## src/sv/srl_pkg.sv

```systemverilog
// ============================================================================
// srl_pkg: shared definitions for the stereo linear resampler
// Default widths, rate constants and the control word passed between the
// lane pipeline and the output stage.
// ============================================================================
`default_nettype none

package srl_pkg;

	localparam int FRAC_BITS_DEF   = 16;
	localparam int SAMPLE_BITS_DEF = 16;

	// Longest run of output words that one input frame can cause.
	localparam int MAX_RUN = 4;

	// Default step is the 44.1 kHz to 48 kHz ratio in fixed point.
	localparam longint unsigned STEP_NUM = 64'd44100;
	localparam longint unsigned STEP_DEN = 64'd48000;

	typedef struct packed {
		logic valid;
		logic last;
	} srl_ctl_t;

endpackage

`default_nettype wire

```

## src/sv/srl_lane.sv

```systemverilog
// ============================================================================
// srl_lane: one channel of the interpolator
// Registers (cur - prev) * frac, then adds the floored, shifted product to
// the previous sample.
// ============================================================================
`default_nettype none

module srl_lane
	import srl_pkg::*;
#(
	parameter int FRAC_BITS   = FRAC_BITS_DEF,
	parameter int SAMPLE_BITS = SAMPLE_BITS_DEF
) (
	input  wire logic                          clk,
	input  wire logic                          en,
	input  wire logic signed [SAMPLE_BITS-1:0] prev,
	input  wire logic signed [SAMPLE_BITS-1:0] cur,
	input  wire logic        [FRAC_BITS-1:0]   frac,
	output logic signed      [SAMPLE_BITS-1:0] result
);

	localparam int PRODW = SAMPLE_BITS + FRAC_BITS + 2;

	logic signed [SAMPLE_BITS:0]   diff;
	logic signed [FRAC_BITS:0]     frac_s;
	logic signed [PRODW-1:0]       prod_s1;
	logic signed [SAMPLE_BITS-1:0] prev_s1;
	logic signed [SAMPLE_BITS+1:0] delta;
	logic        [SAMPLE_BITS+1:0] sum;

	assign diff   = {cur[SAMPLE_BITS-1], cur} - {prev[SAMPLE_BITS-1], prev};
	assign frac_s = signed'({1'b0, frac});

	always_ff @(posedge clk) begin
		if (en) begin
			prod_s1 <= diff * frac_s;
			prev_s1 <= prev;
		end
	end

	// Dropping the low fraction bits of a two's complement value floors it.
	assign delta  = signed'(prod_s1[PRODW-1:FRAC_BITS]);
	assign sum    = {{2{prev_s1[SAMPLE_BITS-1]}}, prev_s1} + delta;
	assign result = signed'(sum[SAMPLE_BITS-1:0]);

endmodule

`default_nettype wire

```

## src/sv/srl_merge.sv

```systemverilog
// ============================================================================
// srl_merge: output stage
// Joins the two lane results and the run flag into the registered output
// word and produces the advance enable for the pipeline.
// ============================================================================
`default_nettype none

module srl_merge
	import srl_pkg::*;
#(
	parameter int SAMPLE_BITS = SAMPLE_BITS_DEF,
	parameter int TDATA_W     = ((2 * SAMPLE_BITS + 7) / 8) * 8
) (
	input  wire logic                   clk,
	input  wire logic                   arst_n,
	input  wire srl_ctl_t               ctl,
	input  wire logic [SAMPLE_BITS-1:0] left_res,
	input  wire logic [SAMPLE_BITS-1:0] right_res,
	output logic                        adv,
	output logic                        m_axis_tvalid,
	input  wire logic                   m_axis_tready,
	output logic [TDATA_W-1:0]          m_axis_tdata,
	output logic                        m_axis_tlast
);

	assign adv = !m_axis_tvalid || m_axis_tready;

	always_ff @(posedge clk or negedge arst_n) begin
		if (!arst_n) begin
			m_axis_tvalid <= 1'b0;
		end else if (adv) begin
			m_axis_tvalid <= ctl.valid;
		end
	end

	always_ff @(posedge clk) begin
		if (adv) begin
			m_axis_tdata <= TDATA_W'({right_res, left_res});
			m_axis_tlast <= ctl.last;
		end
	end

endmodule

`default_nettype wire

```

## src/sv/stereo_linear_resampler.sv

```systemverilog
// ============================================================================
// stereo_linear_resampler: linear interpolation stereo upsampler
// Keeps the previous frame and a fractional phase and emits zero to four
// interpolated stereo words per input frame.
// ============================================================================
// Usage:
// The s_axis channel takes one stereo frame per word, left sample in the low
// half of tdata. The m_axis channel gives interpolated stereo words in the
// same layout, with tlast high on the final word caused by an input frame.
// The cfg channel writes phase_step (input rate over output rate, with
// FRAC_BITS fraction bits); cfg_ready is always high, and the step should
// only be changed while the block is idle.
// Timing: one frame is worked on at a time. After a frame is accepted the
// block issues one output word per cycle, unless the receiver stalls, into
// the two lane multipliers; s_axis_tready stays low until the last word issues.
// A word goes through the lane product registers and the output register to
// m_axis. A frame that arrives while the phase is already past one causes no
// word and is absorbed in its acceptance cycle.
// When the receiver stalls, the lane pipeline and the output register freeze
// together and no word is lost. Reset clears the phase, the previous frame
// and all valid flags, and loads the default 44.1 kHz to 48 kHz step.
// ============================================================================
`default_nettype none

module stereo_linear_resampler
	import srl_pkg::*;
#(
	parameter int FRAC_BITS   = FRAC_BITS_DEF,
	parameter int SAMPLE_BITS = SAMPLE_BITS_DEF,
	parameter int TDATA_W     = ((2 * SAMPLE_BITS + 7) / 8) * 8
) (
	input  wire logic               clk,
	input  wire logic               arst_n,
	// Input frames.
	input  wire logic               s_axis_tvalid,
	output logic                    s_axis_tready,
	input  wire logic [TDATA_W-1:0] s_axis_tdata,   // left_sample, right_sample
	// Output words.
	output logic                    m_axis_tvalid,
	input  wire logic               m_axis_tready,
	output logic [TDATA_W-1:0]      m_axis_tdata,   // left_out, right_out
	output logic                    m_axis_tlast,   // last_of_run
	// Step register write channel.
	input  wire logic               cfg_valid,
	output logic                    cfg_ready,
	input  wire logic [FRAC_BITS:0] cfg_data        // phase_step
);

	// The running phase needs one bit more than the stored one, because a
	// step can carry it past two during the last addition of a run.
	localparam int PW = FRAC_BITS + 2;

	localparam logic [PW-1:0] PHASE_ONE = {2'b01, {FRAC_BITS{1'b0}}};
	localparam logic [FRAC_BITS:0] STEP_MIN = {3'b001, {(FRAC_BITS-2){1'b0}}};
	localparam longint unsigned STEP_RST_L = (STEP_NUM << FRAC_BITS) / STEP_DEN;
	localparam logic [FRAC_BITS:0] STEP_RST = STEP_RST_L[FRAC_BITS:0];
	localparam int CNT_W = $clog2(MAX_RUN);
	localparam logic [CNT_W-1:0] CNT_LAST = CNT_W'(MAX_RUN - 1);

	logic [FRAC_BITS:0]          step_q;
	logic [FRAC_BITS:0]          step_eff;
	logic [PW-1:0]               phase_q;
	logic [PW-1:0]               phase_sum;
	logic [PW-1:0]               phase_dec;
	logic [PW-1:0]               sum_dec;
	logic [PW-1:0]               phase_tail;
	logic                        phase_ge;
	logic                        sum_ge;
	logic                        busy_q;
	logic [CNT_W-1:0]            cnt_q;
	logic signed [SAMPLE_BITS-1:0] prev_l_q;
	logic signed [SAMPLE_BITS-1:0] prev_r_q;
	logic signed [SAMPLE_BITS-1:0] cur_l_q;
	logic signed [SAMPLE_BITS-1:0] cur_r_q;
	logic signed [SAMPLE_BITS-1:0] in_l;
	logic signed [SAMPLE_BITS-1:0] in_r;
	logic                        in_acc;
	logic                        adv;
	logic                        issue;
	logic                        is_last;
	logic                        v_s1;
	logic                        last_s1;
	srl_ctl_t                    ctl;
	logic [SAMPLE_BITS-1:0]      left_res;
	logic [SAMPLE_BITS-1:0]      right_res;

	assign cfg_ready = 1'b1;

	always_ff @(posedge clk or negedge arst_n) begin
		if (!arst_n) begin
			step_q <= STEP_RST;
		end else if (cfg_valid) begin
			step_q <= cfg_data;
		end
	end

	// A step below one quarter is raised to one quarter, capping a run at four.
	assign step_eff = (step_q < STEP_MIN) ? STEP_MIN : step_q;

	assign in_l = signed'(s_axis_tdata[SAMPLE_BITS-1:0]);
	assign in_r = signed'(s_axis_tdata[2*SAMPLE_BITS-1:SAMPLE_BITS]);

	assign s_axis_tready = !busy_q;
	assign in_acc        = s_axis_tvalid && !busy_q;
	assign issue         = busy_q && adv;

	assign phase_ge   = |phase_q[PW-1:FRAC_BITS];
	assign phase_dec  = phase_q - PHASE_ONE;
	assign phase_sum  = phase_q + {1'b0, step_eff};
	assign sum_ge     = |phase_sum[PW-1:FRAC_BITS];
	assign sum_dec    = phase_sum - PHASE_ONE;
	assign phase_tail = sum_ge ? sum_dec : phase_sum;
	assign is_last    = sum_ge || (cnt_q == CNT_LAST);

	// Run sequencer: one interpolation point is issued per advancing cycle.
	always_ff @(posedge clk or negedge arst_n) begin
		if (!arst_n) begin
			busy_q   <= 1'b0;
			cnt_q    <= '0;
			phase_q  <= '0;
			prev_l_q <= '0;
			prev_r_q <= '0;
		end else if (in_acc) begin
			if (phase_ge) begin
				// Phase already past one: the frame only moves the window.
				phase_q  <= {1'b0, phase_dec[FRAC_BITS:0]};
				prev_l_q <= in_l;
				prev_r_q <= in_r;
			end else begin
				busy_q <= 1'b1;
				cnt_q  <= '0;
			end
		end else if (issue) begin
			if (is_last) begin
				busy_q   <= 1'b0;
				phase_q  <= {1'b0, phase_tail[FRAC_BITS:0]};
				prev_l_q <= cur_l_q;
				prev_r_q <= cur_r_q;
			end else begin
				phase_q <= phase_sum;
				cnt_q   <= cnt_q + 1'b1;
			end
		end
	end

	always_ff @(posedge clk) begin
		if (in_acc) begin
			cur_l_q <= in_l;
			cur_r_q <= in_r;
		end
	end

	always_ff @(posedge clk or negedge arst_n) begin
		if (!arst_n) begin
			v_s1    <= 1'b0;
			last_s1 <= 1'b0;
		end else if (adv) begin
			v_s1    <= issue;
			last_s1 <= is_last;
		end
	end

	assign ctl.valid = v_s1;
	assign ctl.last  = last_s1;

	srl_lane #(
		.FRAC_BITS  (FRAC_BITS),
		.SAMPLE_BITS(SAMPLE_BITS)
	) u_lane_l (
		.clk   (clk),
		.en    (adv),
		.prev  (prev_l_q),
		.cur   (cur_l_q),
		.frac  (phase_q[FRAC_BITS-1:0]),
		.result(left_res)
	);

	srl_lane #(
		.FRAC_BITS  (FRAC_BITS),
		.SAMPLE_BITS(SAMPLE_BITS)
	) u_lane_r (
		.clk   (clk),
		.en    (adv),
		.prev  (prev_r_q),
		.cur   (cur_r_q),
		.frac  (phase_q[FRAC_BITS-1:0]),
		.result(right_res)
	);

	srl_merge #(
		.SAMPLE_BITS(SAMPLE_BITS),
		.TDATA_W    (TDATA_W)
	) u_merge (
		.clk          (clk),
		.arst_n       (arst_n),
		.ctl          (ctl),
		.left_res     (left_res),
		.right_res    (right_res),
		.adv          (adv),
		.m_axis_tvalid(m_axis_tvalid),
		.m_axis_tready(m_axis_tready),
		.m_axis_tdata (m_axis_tdata),
		.m_axis_tlast (m_axis_tlast)
	);

endmodule

`default_nettype wire

```

## config.mk

```make
export PLATFORM = sky130hd
export DESIGN_NAME = stereo_linear_resampler
export DESIGN_NICKNAME = d
export VERILOG_FILES = /design/src/sv/srl_pkg.sv /design/src/sv/srl_lane.sv /design/src/sv/srl_merge.sv /design/src/sv/stereo_linear_resampler.sv
export SDC_FILE = /design/constraint.sdc
export NUM_CORES = 2
export LEC_CHECK = 0
export ABC_CLOCK_PERIOD_IN_PS = 9750
export BUFFER_PORTS_ARGS = -buffer_cell sky130_fd_sc_hd__buf_2
export CORE_MARGIN = 2
export CORE_UTILIZATION = 65
export DETAILED_ROUTE_END_ITERATION = 8
export PLACE_DENSITY = 0.87
export RECOVER_POWER = 25
export SETUP_SLACK_MARGIN = 0.4
export SLEW_MARGIN = 20
export SYNTH_ARGS = -nofsm -noshare
export SYNTH_HDL_FRONTEND = slang
export SYNTH_SLANG_ARGS = --single-unit
```

## constraint.sdc

```tcl
create_clock -name clk -period 9.75 [get_ports clk]
set_clock_uncertainty 0.2 [all_clocks]
set_input_delay 1.95 -clock clk [delete_from_list [all_inputs] [get_ports clk]]
set_output_delay 1.95 -clock clk [all_outputs]
set_load 0.02 [all_outputs]
```

[After elaboration in Yosys (flattened, before gate mapping)]
Index checks and enable logic that the tools add are counted.
Word-level totals
  output and inout bits: 36
  bits of input ports: 54
  register bits: 234
  logic and storage cells: 68
Operators by class
  $mul: 2
  reduce and logical (&&, ||, !) cells: 14
  equal/unequal tests: 4
  order comparisons: 1
  $add $sub $neg: 8
  mux-type cells: 22
Operator list (count)
  16-bit two-way mux: 8
  18-bit two-way mux: 4
  17-bit by 17-bit multiplier with 32-bit output: 2
  17-bit two-way mux: 2
  16-bit by 16-bit subtractor with 17-bit output: 2
  17-bit subtractor (second input constant): 2
  16-bit adder: 2
  18-bit by 17-bit adder with 18-bit output: 1
  17-bit by 15-bit < comparator with 1-bit output (second input constant): 1
  3-bit AND reduction: 3
  2-bit two-way mux: 4
  2-bit inequality test (second input constant): 3
  1-bit two-way mux: 4
  2-bit nonzero test: 2
  2-bit OR reduction: 2
  2-bit by 1-bit adder with 2-bit output (second input constant): 1
  2-bit equality test (second input constant): 1
  1-bit logical AND: 2
  1-bit logical NOT: 2
  1-bit logical OR: 2
  2-bit AND reduction: 1

[Depth between registers and ports, before layout]
  depth after elaboration: 8
  depth in mapped cells: 33

[Modules after synthesis]
A second synthesis with hierarchy kept.
Unflattened totals
  cells, all modules: 3363
  area total of the unflattened synthesis: 31823.0 sq um
By module, submodules not included
  srl_lane at u_lane_l: cells an instance 1475, area an instance 12997.5 sq um, times used 1, sequential area each 960.9 sq um
  srl_lane at u_lane_r: cells an instance 1454, area an instance 12858.6 sq um, times used 1, sequential area each 960.9 sq um
  stereo_linear_resampler: cells an instance 398, area an instance 4928.5 sq um, times used 1, sequential area each 2775.2 sq um
  srl_merge: cells an instance 36, area an instance 1038.5 sq um, times used 1, sequential area each 1016.0 sq um

[Worst setup path before layout]
No wires, ideal clock.
  path type: register to register
  from: register prev_l_q[0]
  to: register u_lane_l.prod_s1[31], data pin
  stages on the path, launching flop included: 33
  clock period less this slack: 8.263 ns
  setup slack: 1.487 ns
  arrival time: 7.796 ns
  buffers on the path: 2
  required time: 9.282 ns
  cell sequence: dfrtp_1 -> ha_1 -> fa_1 -> nor2b_1 -> o2111ai_1 -> nand4_1 -> a31oi_1 -> o221ai_1 -> a2111oi_0 -> a21o_1 -> buf_2 -> nand2_1 -> inv_1 -> fa_1 -> inv_1 -> fa_1 -> clkbuf_1 -> xor2_1 -> xnor2_1 -> fa_1 -> fa_1 -> inv_1 -> fa_1 -> inv_1 -> ha_1 -> a21o_1 -> a21oi_1 -> and2_1 -> a21oi_2 -> a41o_1 -> o21ai_1 -> nand2b_1 -> xnor3_1
Between the ends
  longest elaborated chain between the ends: 2
Ends and longest elaborated chain
  from (decl): RTL line stereo_linear_resampler.sv:71  | logic signed [SAMPLE_BITS-1:0] prev_l_q;
  from (signal assigned): RTL line stereo_linear_resampler.sv:127  | prev_l_q <= in_l;
  from (signal assigned): RTL line stereo_linear_resampler.sv:137  | prev_l_q <= cur_l_q;
  16-bit by 16-bit subtractor with 17-bit output: RTL line srl_lane.sv:31  | assign diff = {cur[SAMPLE_BITS-1], cur} - {prev[SAMPLE_BITS-1], prev};
  17-bit by 17-bit multiplier with 32-bit output: RTL line srl_lane.sv:36  | prod_s1 <= diff * frac_s;
  to (signal assigned): RTL line srl_lane.sv:36
  to (decl): RTL line srl_lane.sv:26  | logic signed [PRODW-1:0] prod_s1;
No other way between the ends.
A chain may end at the register's enable or synchronous reset.

[Final worst setup path]
  from: register cur_l_q[0]
  to: register u_lane_l.prod_s1[31], data pin
Between the ends
  longest elaborated chain between the ends: 2
Ends and longest elaborated chain
  from (decl): RTL line stereo_linear_resampler.sv:73  | logic signed [SAMPLE_BITS-1:0] cur_l_q;
  from (signal assigned): RTL line stereo_linear_resampler.sv:148  | cur_l_q <= in_l;
  16-bit by 16-bit subtractor with 17-bit output: RTL line srl_lane.sv:31
  17-bit by 17-bit multiplier with 32-bit output: RTL line srl_lane.sv:36
No other way between the ends.

==> results.rst <==
.. list-table::
   :header-rows: 1

   * - Metric
     - Value
   * - Run status
     - complete, but fails checks
   * - Violated checks
     - capacitance limit, slew limit
   * - Mean post-synth cell area
     - 9.75 sq um
   * - Largest buffer count on any clock path
     - 3
   * - Final HPWL DP
     - 55,500 microns
   * - Total of flip-flops plus latches after synthesis
     - 202
   * - Flip-flop cell with the highest count after synthesis
     - sky130_fd_sc_hd__edfxtp_1
   * - WL per Instance
     - 19.0 microns
   * - Initial core utilization
     - 66.1%
   * - Instance count of the mapped netlist
     - 3,097
   * - Type of the most critical hold path
     - reg -> reg
   * - Leftover overflow at the end of global routing
     - 0
   * - Netlist cell types
     - 77
   * - Final cell count without fillers
     - 3,765
   * - All-layer global routing usage
     - 31.3%
   * - Cell repeated most along the worst path
     - sky130_fd_sc_hd__fa_1
   * - Crit. End Element
     - register
   * - Final worst path period need
     - 9.06 ns
   * - Post-route antenna net violation count
     - 0
   * - TritonCTS Buffers
     - 24
   * - Number of antenna violations at the first check in global routing
     - 0
   * - Number of antenna diodes
     - 0
   * - Synth Net Count
     - 3,917
   * - Area added between synthesis and finish
     - 6.42%
   * - Final setup violation count
     - 0
   * - Final critical-path share of the clock period
     - 93.0%
   * - Total number of H-tree levels
     - 1
   * - DRT Pass-1 Iters
     - 5
   * - Port Buf Inserts
     - 88
   * - Final TNS setup
     - 0 ns
   * - DR vias/cell
     - 5.76
   * - Critical setup path kind
     - reg -> reg
   * - Vias in the first global route
     - 24,500
   * - Share of async-settable or async-resettable flops after synthesis
     - 36.1%
   * - Via count
     - 21,700
   * - Top-Level Pins
     - 90
   * - Max Cap Violations
     - 1
   * - Mapped cell area
     - 30,200 sq um
   * - Clock insertion delay at the later pin of the skew report
     - 0.54 ns
   * - Core region area
     - 45,700 sq um
   * - Quantity of hold-fixing buffers added after cts
     - 0
   * - Sequential area share after synthesis
     - 18.9%
   * - Floorplan die area
     - 48,200 sq um
   * - Post-layout net count
     - 3,967
   * - Setup repair after global routing missed its margin
     - false
   * - Number of sinks on the clock net
     - 202
   * - Worst-case headroom to the max-slew limit
     - -2.74%
   * - Syn. warnings
     - 0
   * - Slowest stage cell on the critical path
     - sky130_fd_sc_hd__fa_1
   * - Data arrival time of the critical path
     - 9.13 ns
   * - Fraction of layout instances using a drive strength above 1
     - 8.25%
   * - Clock transition at path regs
     - 0.06 ns
   * - DRT iter0 DRCs
     - 1,576
   * - Fin. Hold Viols
     - 0
   * - Highest fanout seen on the critical path
     - 11
   * - Count of pins over their slew limit
     - 30
   * - Total wirelength of the detailed-routed design
     - 71,400 microns
   * - Number of flops mapped to enable cells by yosys
     - 129
   * - Maximum number of pins on one net before global-route repair
     - 71
   * - Data required, critical path
     - 9.82 ns
   * - Wire length of the first global-routing pass
     - 120,000 microns
   * - GPL Wtd Cong
     - 0.955
   * - Maximum clock rate
     - 110 MHz
   * - Cell count after placement
     - 3,717
   * - Fillers
     - 3,099
   * - Chip Height
     - 220 microns
   * - Largest stage delay on the critical path
     - 0.71 ns
   * - TritonCTS clock tree
     - built
   * - Width of the chip
     - 220 microns
   * - Element type at the critical path start
     - register
   * - Std cell rows
     - 78
   * - Buffer type at the clock tree root
     - sky130_fd_sc_hd__clkbuf_16
   * - Transition time at the pin with the least slew margin
     - 1.54 ns
   * - Remaining DRCs
     - 0
-- critical path: cells and delay by family (launching register included) --
kind,cells,cell delay [ns]
buffers and inverters,4,0.27
AOI/OAI and AO/OA,11,2.73
xor gates and xnor gates,1,0.35
DFF,1,0.43
and+or+nand+nor,5,0.67
adders and majority gates,9,4.12
-- metrics by stage --
stage,hold slack [ns],setup WS (ns),area (sq um),util (%)
6_report,0.249,0.687,32100,70.4
4_1_cts,0.250,0.461,32100,70.3
3_3_place_gp,0.221,0.979,31300,68.5
2_1_floorplan,0.211,1.49,30200,-
3_5_place_dp,0.237,0.589,31300,68.5
5_1_grt,0.266,0.343,32100,70.4
-- worst paths after layout --
path	slack, ns	start	endpoint	cells past startpoint
worst max-delay path	0.69	cur_l_q[0]	u_lane_l.prod_s1[31]	30
worst min-delay path	0.25	last_s1	u_merge.m_axis_tlast	0
worst max register to register	0.69	cur_l_q[0]	u_lane_l.prod_s1[31]	30
worst min register to register	0.25	last_s1	u_merge.m_axis_tlast	0
max in group asynchronous	6.27	arst_n	prev_r_q[1]	2
min in group asynchronous	1.58	arst_n	step_q[16]	1
-- state kept, by name, indices dropped and copies added (netlist names), 2 cells and up --
signal / flops
cnt_q: 2
cur_l_q: 16
cur_r_q: 16
phase_q: 18
prev_l_q: 16
prev_r_q: 16
step_q: 17
u_lane_l.prev_s1: 16
u_lane_l.prod_s1: 16
u_lane_r.prev_s1: 16
u_lane_r.prod_s1: 16
u_merge.m_axis_tdata: 32
-- per-layer routing --
metal | GRT usage [%] | part of all wire, % | wire (microns)
met1 | 37.0 | 37 | 26600
met4 | 14.9 | 4.8 | 3460
met5 | 0 | 0 | 0
met3 | 4.64 | 6.2 | 4410
met2 | 56.2 | 52 | 36900
-- placed cells by master, fill, tap and decap left out, types with 49 or more instances in the layout --
cell                       instances
sky130_fd_sc_hd__nand2_1         314
sky130_fd_sc_hd__inv_1           734
sky130_fd_sc_hd__nor2b_1          73
sky130_fd_sc_hd__xnor2_1          99
sky130_fd_sc_hd__buf_2            63
sky130_fd_sc_hd__and2_1          222
sky130_fd_sc_hd__dfrtp_1          62
sky130_fd_sc_hd__nor2_1           72
sky130_fd_sc_hd__buf_4            54
sky130_fd_sc_hd__fa_1            520
sky130_fd_sc_hd__o21ai_0          49
sky130_fd_sc_hd__ha_1            246
sky130_fd_sc_hd__a21oi_1          56
sky130_fd_sc_hd__edfxtp_1        129
-- what timing repair did --
| item | 4_1_cts | 5_1_grt |
|---|---|---|
| endpoints found under the setup margin | 0 | 4 |
| gates resized for setup | 0 | 7 |
| setup buffers | 0 | 4 |
-- cell type report --
class / instances / area (sq um) / area share (%)
Multi-Input combinational cell: 2043 / 21300 / 66.3
Sequential cell: 202 / 5710 / 17.8
Inverter: 734 / 2760 / 8.57
Timing Repair Buffer: 142 / 815 / 2.53
Tap cell: 600 / 751 / 2.34
Clock buffer: 34 / 722 / 2.25
Clock inverter: 10 / 78.8 / 0.245
-- cell families after synthesis --
family	share of synthesized area, %
other cells	0.0124
flops	18.9
fa+ha+maj	44.8
simple gates	14.0
buf+inv	10.8
xor+xnor	4.08
compound gates	6.61
mux	0.741
-- cells in the mapped netlist (6+ instances only) --
library cell | number | area (sq um)
sky130_fd_sc_hd__a211oi_1 | 12 | 90.1
sky130_fd_sc_hd__a21boi_0 | 8 | 60.1
sky130_fd_sc_hd__a21o_1 | 16 | 120
sky130_fd_sc_hd__a21oi_1 | 57 | 285
sky130_fd_sc_hd__a31oi_1 | 6 | 37.5
sky130_fd_sc_hd__and2_1 | 222 | 1390
sky130_fd_sc_hd__and3_1 | 12 | 75.1
sky130_fd_sc_hd__clkbuf_1 | 104 | 390
sky130_fd_sc_hd__dfrtp_1 | 63 | 1580
sky130_fd_sc_hd__dfstp_2 | 10 | 263
sky130_fd_sc_hd__edfxtp_1 | 129 | 3870
sky130_fd_sc_hd__fa_1 | 520 | 10400
sky130_fd_sc_hd__ha_1 | 246 | 3080
sky130_fd_sc_hd__inv_1 | 734 | 2760
sky130_fd_sc_hd__mux2_2 | 19 | 214
sky130_fd_sc_hd__nand2_1 | 314 | 1180
sky130_fd_sc_hd__nand2b_1 | 29 | 181
sky130_fd_sc_hd__nand3_1 | 30 | 150
sky130_fd_sc_hd__nor2_1 | 72 | 270
sky130_fd_sc_hd__nor2b_1 | 74 | 463
sky130_fd_sc_hd__nor3_1 | 30 | 150
sky130_fd_sc_hd__o2111ai_1 | 7 | 61.3
sky130_fd_sc_hd__o211ai_1 | 6 | 45.0
sky130_fd_sc_hd__o21a_1 | 17 | 128
sky130_fd_sc_hd__o21ai_0 | 49 | 245
sky130_fd_sc_hd__o21bai_1 | 6 | 45.0
sky130_fd_sc_hd__o221a_1 | 23 | 259
sky130_fd_sc_hd__o221a_2 | 9 | 101
sky130_fd_sc_hd__or2_2 | 34 | 213
sky130_fd_sc_hd__or3_1 | 9 | 56.3
sky130_fd_sc_hd__xnor2_1 | 103 | 902
sky130_fd_sc_hd__xor2_1 | 35 | 307
Power is left out: the tool's default activity adds up to more than one toggle a clock period on the data nets, which glitch-free logic cannot reach.
